**src/rtl/pws_pkg.sv**
```systemverilog
// Shared constants and types for the perspective world-to-screen unit.
// No dependencies; used by the interfaces, the divider step and the top level.
package pws_pkg;

   localparam int SCREEN_WIDTH  = 1920;
   localparam int SCREEN_HEIGHT = 1080;
   localparam int HALF_W        = SCREEN_WIDTH / 2;
   localparam int HALF_H        = SCREEN_HEIGHT / 2;

   localparam int COORD_W    = 32;
   localparam int PROD_W     = 64;
   localparam int CLIP_W     = 50;
   localparam int NUM_W      = 64;
   localparam int Q_W        = 16;
   localparam int DIV_STEPS  = Q_W;
   localparam int REM_W      = NUM_W + 2;
   localparam int PIX_W      = 16;
   localparam int CSR_IDX_W  = 4;
   localparam int CSR_DATA_W = 64;
   localparam int MAT_REGS   = 6;
   localparam int STAGES     = DIV_STEPS + 5;

   localparam logic signed [CLIP_W-1:0] W_VISIBLE_MIN = CLIP_W'(6554);
   localparam logic signed [NUM_W-1:0]  X_MUL  = NUM_W'(HALF_W + 1);
   localparam logic signed [NUM_W-1:0]  X_OFF  = NUM_W'(HALF_W);
   localparam logic signed [NUM_W-1:0]  Y_MUL  = NUM_W'(1 - HALF_H);
   localparam logic signed [NUM_W-1:0]  Y_OFF  = NUM_W'(HALF_H);
   localparam logic [Q_W-1:0]           POS_MAX = Q_W'(32767);
   localparam logic [Q_W-1:0]           NEG_MAX = Q_W'(32768);

   typedef enum logic [CSR_IDX_W-1:0] {
      REG_R0_A = 4'd0,
      REG_R0_B = 4'd1,
      REG_R1_A = 4'd2,
      REG_R1_B = 4'd3,
      REG_R2_A = 4'd4,
      REG_R2_B = 4'd5,
      REG_R3_A = 4'd6,
      REG_R3_B = 4'd7
   } reg_index_type;

   typedef struct packed {
      logic vis;
      logic neg_x;
      logic neg_y;
      logic big_x;
      logic big_y;
   } flags_type;

endpackage

```
**src/rtl/pws_div_step.sv**
```systemverilog
// One restoring division step: one quotient bit per pipeline stage.
// Depends on pws_pkg.
module pws_div_step (
   input  logic                        clock,
   input  logic                        en,
   input  logic [pws_pkg::REM_W-1:0]   d15,
   input  logic [pws_pkg::REM_W-1:0]   rem_in,
   input  logic [pws_pkg::Q_W-1:0]     q_in,
   output logic [pws_pkg::REM_W-1:0]   rem_out,
   output logic [pws_pkg::Q_W-1:0]     q_out
);
   logic [pws_pkg::REM_W-1:0] rem_ff, rem_in_v, diff;
   logic [pws_pkg::Q_W-1:0]   q_ff, q_in_v;
   logic                      ge;

   always_comb begin
      ge       = rem_in >= d15;
      diff     = ge ? rem_in - d15 : rem_in;
      rem_in_v = {diff[pws_pkg::REM_W-2:0], 1'b0};
      q_in_v   = {q_in[pws_pkg::Q_W-2:0], ge};
   end

   always_ff @(posedge clock) begin
      if (en) begin
         rem_ff <= rem_in_v;
         q_ff   <= q_in_v;
      end
   end

   assign rem_out = rem_ff;
   assign q_out   = q_ff;
endmodule

```
**config.mk**
```make
export PLATFORM = sky130hd
export DESIGN_NAME = pws_div_step
export DESIGN_NICKNAME = d
export VERILOG_FILES = /design/src/rtl/pws_pkg.sv /design/src/rtl/pws_div_step.sv
export SDC_FILE = /design/constraint.sdc
export NUM_CORES = 1
export LEC_CHECK = 0
export BUFFER_PORTS_ARGS = -buffer_cell sky130_fd_sc_hd__buf_2
export CELL_PAD_IN_SITES_DETAIL_PLACEMENT = 0
export CELL_PAD_IN_SITES_GLOBAL_PLACEMENT = 1
export CORE_MARGIN = 2
export CORE_UTILIZATION = 35
export DETAILED_ROUTE_END_ITERATION = 6
export GPL_TIMING_DRIVEN = 0
export PLACE_DENSITY = 0.89
export REMOVE_ABC_BUFFERS = 1
export SYNTH_ARGS = -nofsm -noshare
export SYNTH_HDL_FRONTEND = slang
export SYNTH_SLANG_ARGS = --single-unit
```
**constraint.sdc**
```tcl
create_clock -name clock -period 3.3 [get_ports clock]
set_input_delay 0.165 -clock clock [delete_from_list [all_inputs] [get_ports clock]]
set_output_delay 0.165 -clock clock [all_outputs]
set_load 0.02 [all_outputs]
```
==> metrics list <==
- Worst-path maximum fanout: 16
- The detailed router placed 7282 vias in this run.
- In the routed design, unresolved DRC markers number 0.
- Number of diodes: 0
* TritonCTS clock tree: done
* Area fraction of the dominant cell type after synthesis: 0.3266
- The design draws 3.998 mW.
- Longest Clk Path Bufs: 2
- Of the total power, the share spent switching nets is 0.3702.
- Summed over all cells, the static leakage comes to 4.471 nW.
- Final number of max-transition violations: 0
- The run finished with clean final reports.
- In this run, distinct cell masters in the synthesized netlist total 72.
* Post-synthesis share of cell area spent on xor and xnor gates: 0.06233
- Required time at the endpoint of the critical path: 3.42 ns
- In the post-synthesis netlist, the biggest area contributors are sky130_fd_sc_hd__edfxtp_1 33%, sky130_fd_sc_hd__ha_1 11%, sky130_fd_sc_hd__nand2_1 5.7%.
* Slew margin rel.: 0.6075
- On the critical path, the stage with the largest delay is an instance of sky130_fd_sc_hd__fa_2.
* HPWL after detailed placement: 16.79 mm
- Row generation in the floorplan step produced 53 rows.
- In this run, synthesis inferred 81 flip-flops with an integrated enable.
- Entering global routing, the biggest net connects 51 pins.
* Most instantiated cells after synthesis: 113 x sky130_fd_sc_hd__nand2_1, 88 x sky130_fd_sc_hd__inv_1, 81 x sky130_fd_sc_hd__edfxtp_1, 77 x sky130_fd_sc_hd__a21oi_1, 66 x sky130_fd_sc_hd__ha_1
- In the finished design, the share of the clock period the worst path needs comes to 0.9695.
- Fraction of the yosys area taken by sequential cells: 0.3266
* Core region area: 20960 sq um
- Setup repair after global routing could not meet its margin everywhere.
* Share of synthesized registers carrying an async set or reset: 0
* Net count, final: 1331
* Syn Area/Cell: 8.521 sq um
- Die outline area: 22460 sq um
- HP Class: in -> reg
- Routability-driven placement finished with a final weighted congestion of 0.8276.
- In this run the remaining antenna-violating nets after routing total 0.
- In this run the power density over the cells is 413.5 nW/um^2.
- By startpoint and endpoint, the worst setup path is classified as in -> reg.
- Aggregate global-route resource usage: 0.1910
- Once placement finished, the instance area stood at 8847 sq um.
- Type of destination of the critical path: register
* Worst hold slack across all endpoints: 0.1040 ns
* Final-layout fill cell count: 2082
- After synthesis, the share of cell area in mux cells is 0.004536.
- Starting density of the core: 0.3554
- Of the cells placed in the final design, the portion with a size suffix greater than 1 is 0.2788.
- Pin placement for this block handled 232 I/O pins.
* Die width: 149.9 microns
* Main combinational cell family by area after synthesis: compound AO/OA/AOI/OAI gates
* Average wire per standard cell: 15.84 microns
* Vias per cell: 5.224
- Broken down by cell family, the worst path's largest delay share belongs to compound AO/OA/AOI/OAI gates.
- Post-synthesis instance total: 874
* Final hold vios: 0
* CTS H-tree depth: 3
* Layout overhead on the synthesized area: 29.82%
- Max VDD drop: 0.0001891 V
* Port-buffer cells: 229
* Flops & latches, synth: 81
- Height of the die: 149.9 microns
- The area fraction in compound gates after synthesis is 0.2450.
- For this run, the slowest stage of the critical path takes 0.39 ns.
- WP buf/inv: 6
- The mapped netlist covers 7447 sq um.
- Based on the critical path, the design can be clocked at up to 312.6 MHz.
* Finished Layout Cells: 1394
- Post-Place Setup Slack: -1.313 ns
- For this design the total switching power over the nets is 1.480 mW.
* Sequential Area: 2432 sq um
- Adder-cell share of the synthesized area: 0.1136
- In this run, placement finished with an instance count of 1340.
- Summing all multi-input logic gate instances after layout gives 4536 sq um.
- # Max-Cap Violations: 0
- Global-route wire length before repair: 34.51 mm
- Final WS setup: 0.1007 ns
- Antenna violations before repair: 0
- The via count of the first global-routing pass was 7013.
- Once layout is complete, the utilization of the core stands at 0.4614.
- Counting every sink on the clock net gives 81.
* CP startpoint kind: input pin
- The pre-antenna-repair detailed-routing pass consisted of 5 iterations.
- Power share of the clock group: 0.252
* Yosys warnings: 0
* Share of power burned in registers: 0.336
* GRT Residual Overflow: 0
- Gate power share: 0.412
* Final total negative setup slack: 0 ns
* Cell type with the highest aggregate area in the netlist: sky130_fd_sc_hd__edfxtp_1
* Sum of routed wire length over all layers: 22.08 mm
* Final critical-path required period: 3.199 ns
- The root buffer cell chosen for the clock tree is sky130_fd_sc_hd__clkbuf_16.
- Endpoints failing setup: 0
* Cell breakdown of the critical path: buf_2 -> inv_1 -> ha_1 -> inv_1 -> fa_2 -> a211oi_4 -> o211ai_2 -> a31oi_4 -> o211ai_4 -> nand3b_1 -> nand3_4 -> a21bo_1 -> a211oi_4 -> clkbuf_16 -> buf_12 -> buf_16 -> mux2_4
- After clock tree synthesis, the clock-pin slew on the worst setup and hold paths is 0.08 ns.
- Endpoint arrival time on the critical path: 3.31 ns
- Most numerous cell in the Yosys netlist: sky130_fd_sc_hd__nand2_1
- Simple-Gate Fraction of Synth Area: 0.1704
- Cell internal power was estimated by the tool at 2.518 mW.
- Total non-filler cell area in the finished layout: 9668 sq um
- Num CTS Buffers: 9
* Transition time of the tightest slew-check pin: 0.5811 ns
- The detailed router finished its first iteration with 307 violations.
- Most instantiated flip-flop cell in the synthesis netlist: sky130_fd_sc_hd__edfxtp_1
## worst paths after layout
kind	start	endpoint	slack (ns)	cells past startpoint
max	rem_in[0]	rem_out[44]	0.10	17
min	rem_in[63]	rem_out[64]	0.10	3
## cell usage in the layout (no fill, tap or decap), types with 8 or more instances in the layout
master                          count
sky130_fd_sc_hd__buf_2            228
sky130_fd_sc_hd__nand2_1          113
sky130_fd_sc_hd__inv_1             88
sky130_fd_sc_hd__edfxtp_1          81
sky130_fd_sc_hd__a21oi_1           77
sky130_fd_sc_hd__ha_1              66
sky130_fd_sc_hd__o21ai_0           59
sky130_fd_sc_hd__o21ai_1           35
sky130_fd_sc_hd__nor2_1            35
sky130_fd_sc_hd__xnor2_1           31
sky130_fd_sc_hd__nand4_1           25
sky130_fd_sc_hd__a21o_1            23
sky130_fd_sc_hd__xor2_1            22
sky130_fd_sc_hd__buf_4             18
sky130_fd_sc_hd__nor3_1            17
sky130_fd_sc_hd__dlygate4sd3_1     15
sky130_fd_sc_hd__o21bai_1          14
sky130_fd_sc_hd__nand3_1           11
sky130_fd_sc_hd__clkbuf_16         11
sky130_fd_sc_hd__and3_1             9
sky130_fd_sc_hd__o21a_1             8
sky130_fd_sc_hd__nand2b_1           8
## flip-flops by register name (all words and copies together) (netlist names)
signal and count:
q_out 16, rem_out 65
## logic make-up after synthesis
| group | count (synthesis) |
|---|---|
| compound gates | 278 |
| xor+xnor | 53 |
| fa+ha+maj | 67 |
| buf+inv | 133 |
| flops | 81 |
| mux | 3 |
| other cells | 1 |
| simple gates | 258 |
## final cells by class
cell class | instances | share of cell area
Clock buffer | 9 | 0.02329
Clock inverter | 7 | 0.005953
Inverter | 89 | 0.03455
Multi-Input combinational cell | 660 | 0.4691
Sequential cell | 81 | 0.2516
Tap cell | 275 | 0.03559
Timing Repair Buffer | 273 | 0.1799
## power groups by stage
stage / clock network [mW] / registers (mW) / logic, mW
after floorplan: 0 / 1.55 / 0.826
after CTS: 1.03 / 1.35 / 1.60
final: 1.01 / 1.34 / 1.65
after detailed placement: 0 / 1.37 / 1.50
after global placement: 0 / 1.37 / 1.46
after global routing: 1.07 / 1.36 / 1.81
## timing repair
action,CTS,global route
cloned,3,1
setup endpoints to repair,66,43
pin swaps,7,11
buffers inserted,8,11
gates resized for setup,10,12
endpoints found under the hold margin,15,0
hold buffers,15,0
## per-layer routing
| layer | part of all wire | up-vias | track usage |
|---|---|---|---|
| met2 | 0.48 | 224 | 0.3313 |
| met4 | 0.013 | 0 | 0.04340 |
| li1 | - | 3640 | - |
| met1 | 0.45 | 3403 | 0.2483 |
| met5 | 0 | - | 0 |
| met3 | 0.057 | 15 | 0.03201 |
Power figures use the tool's default switching activity.
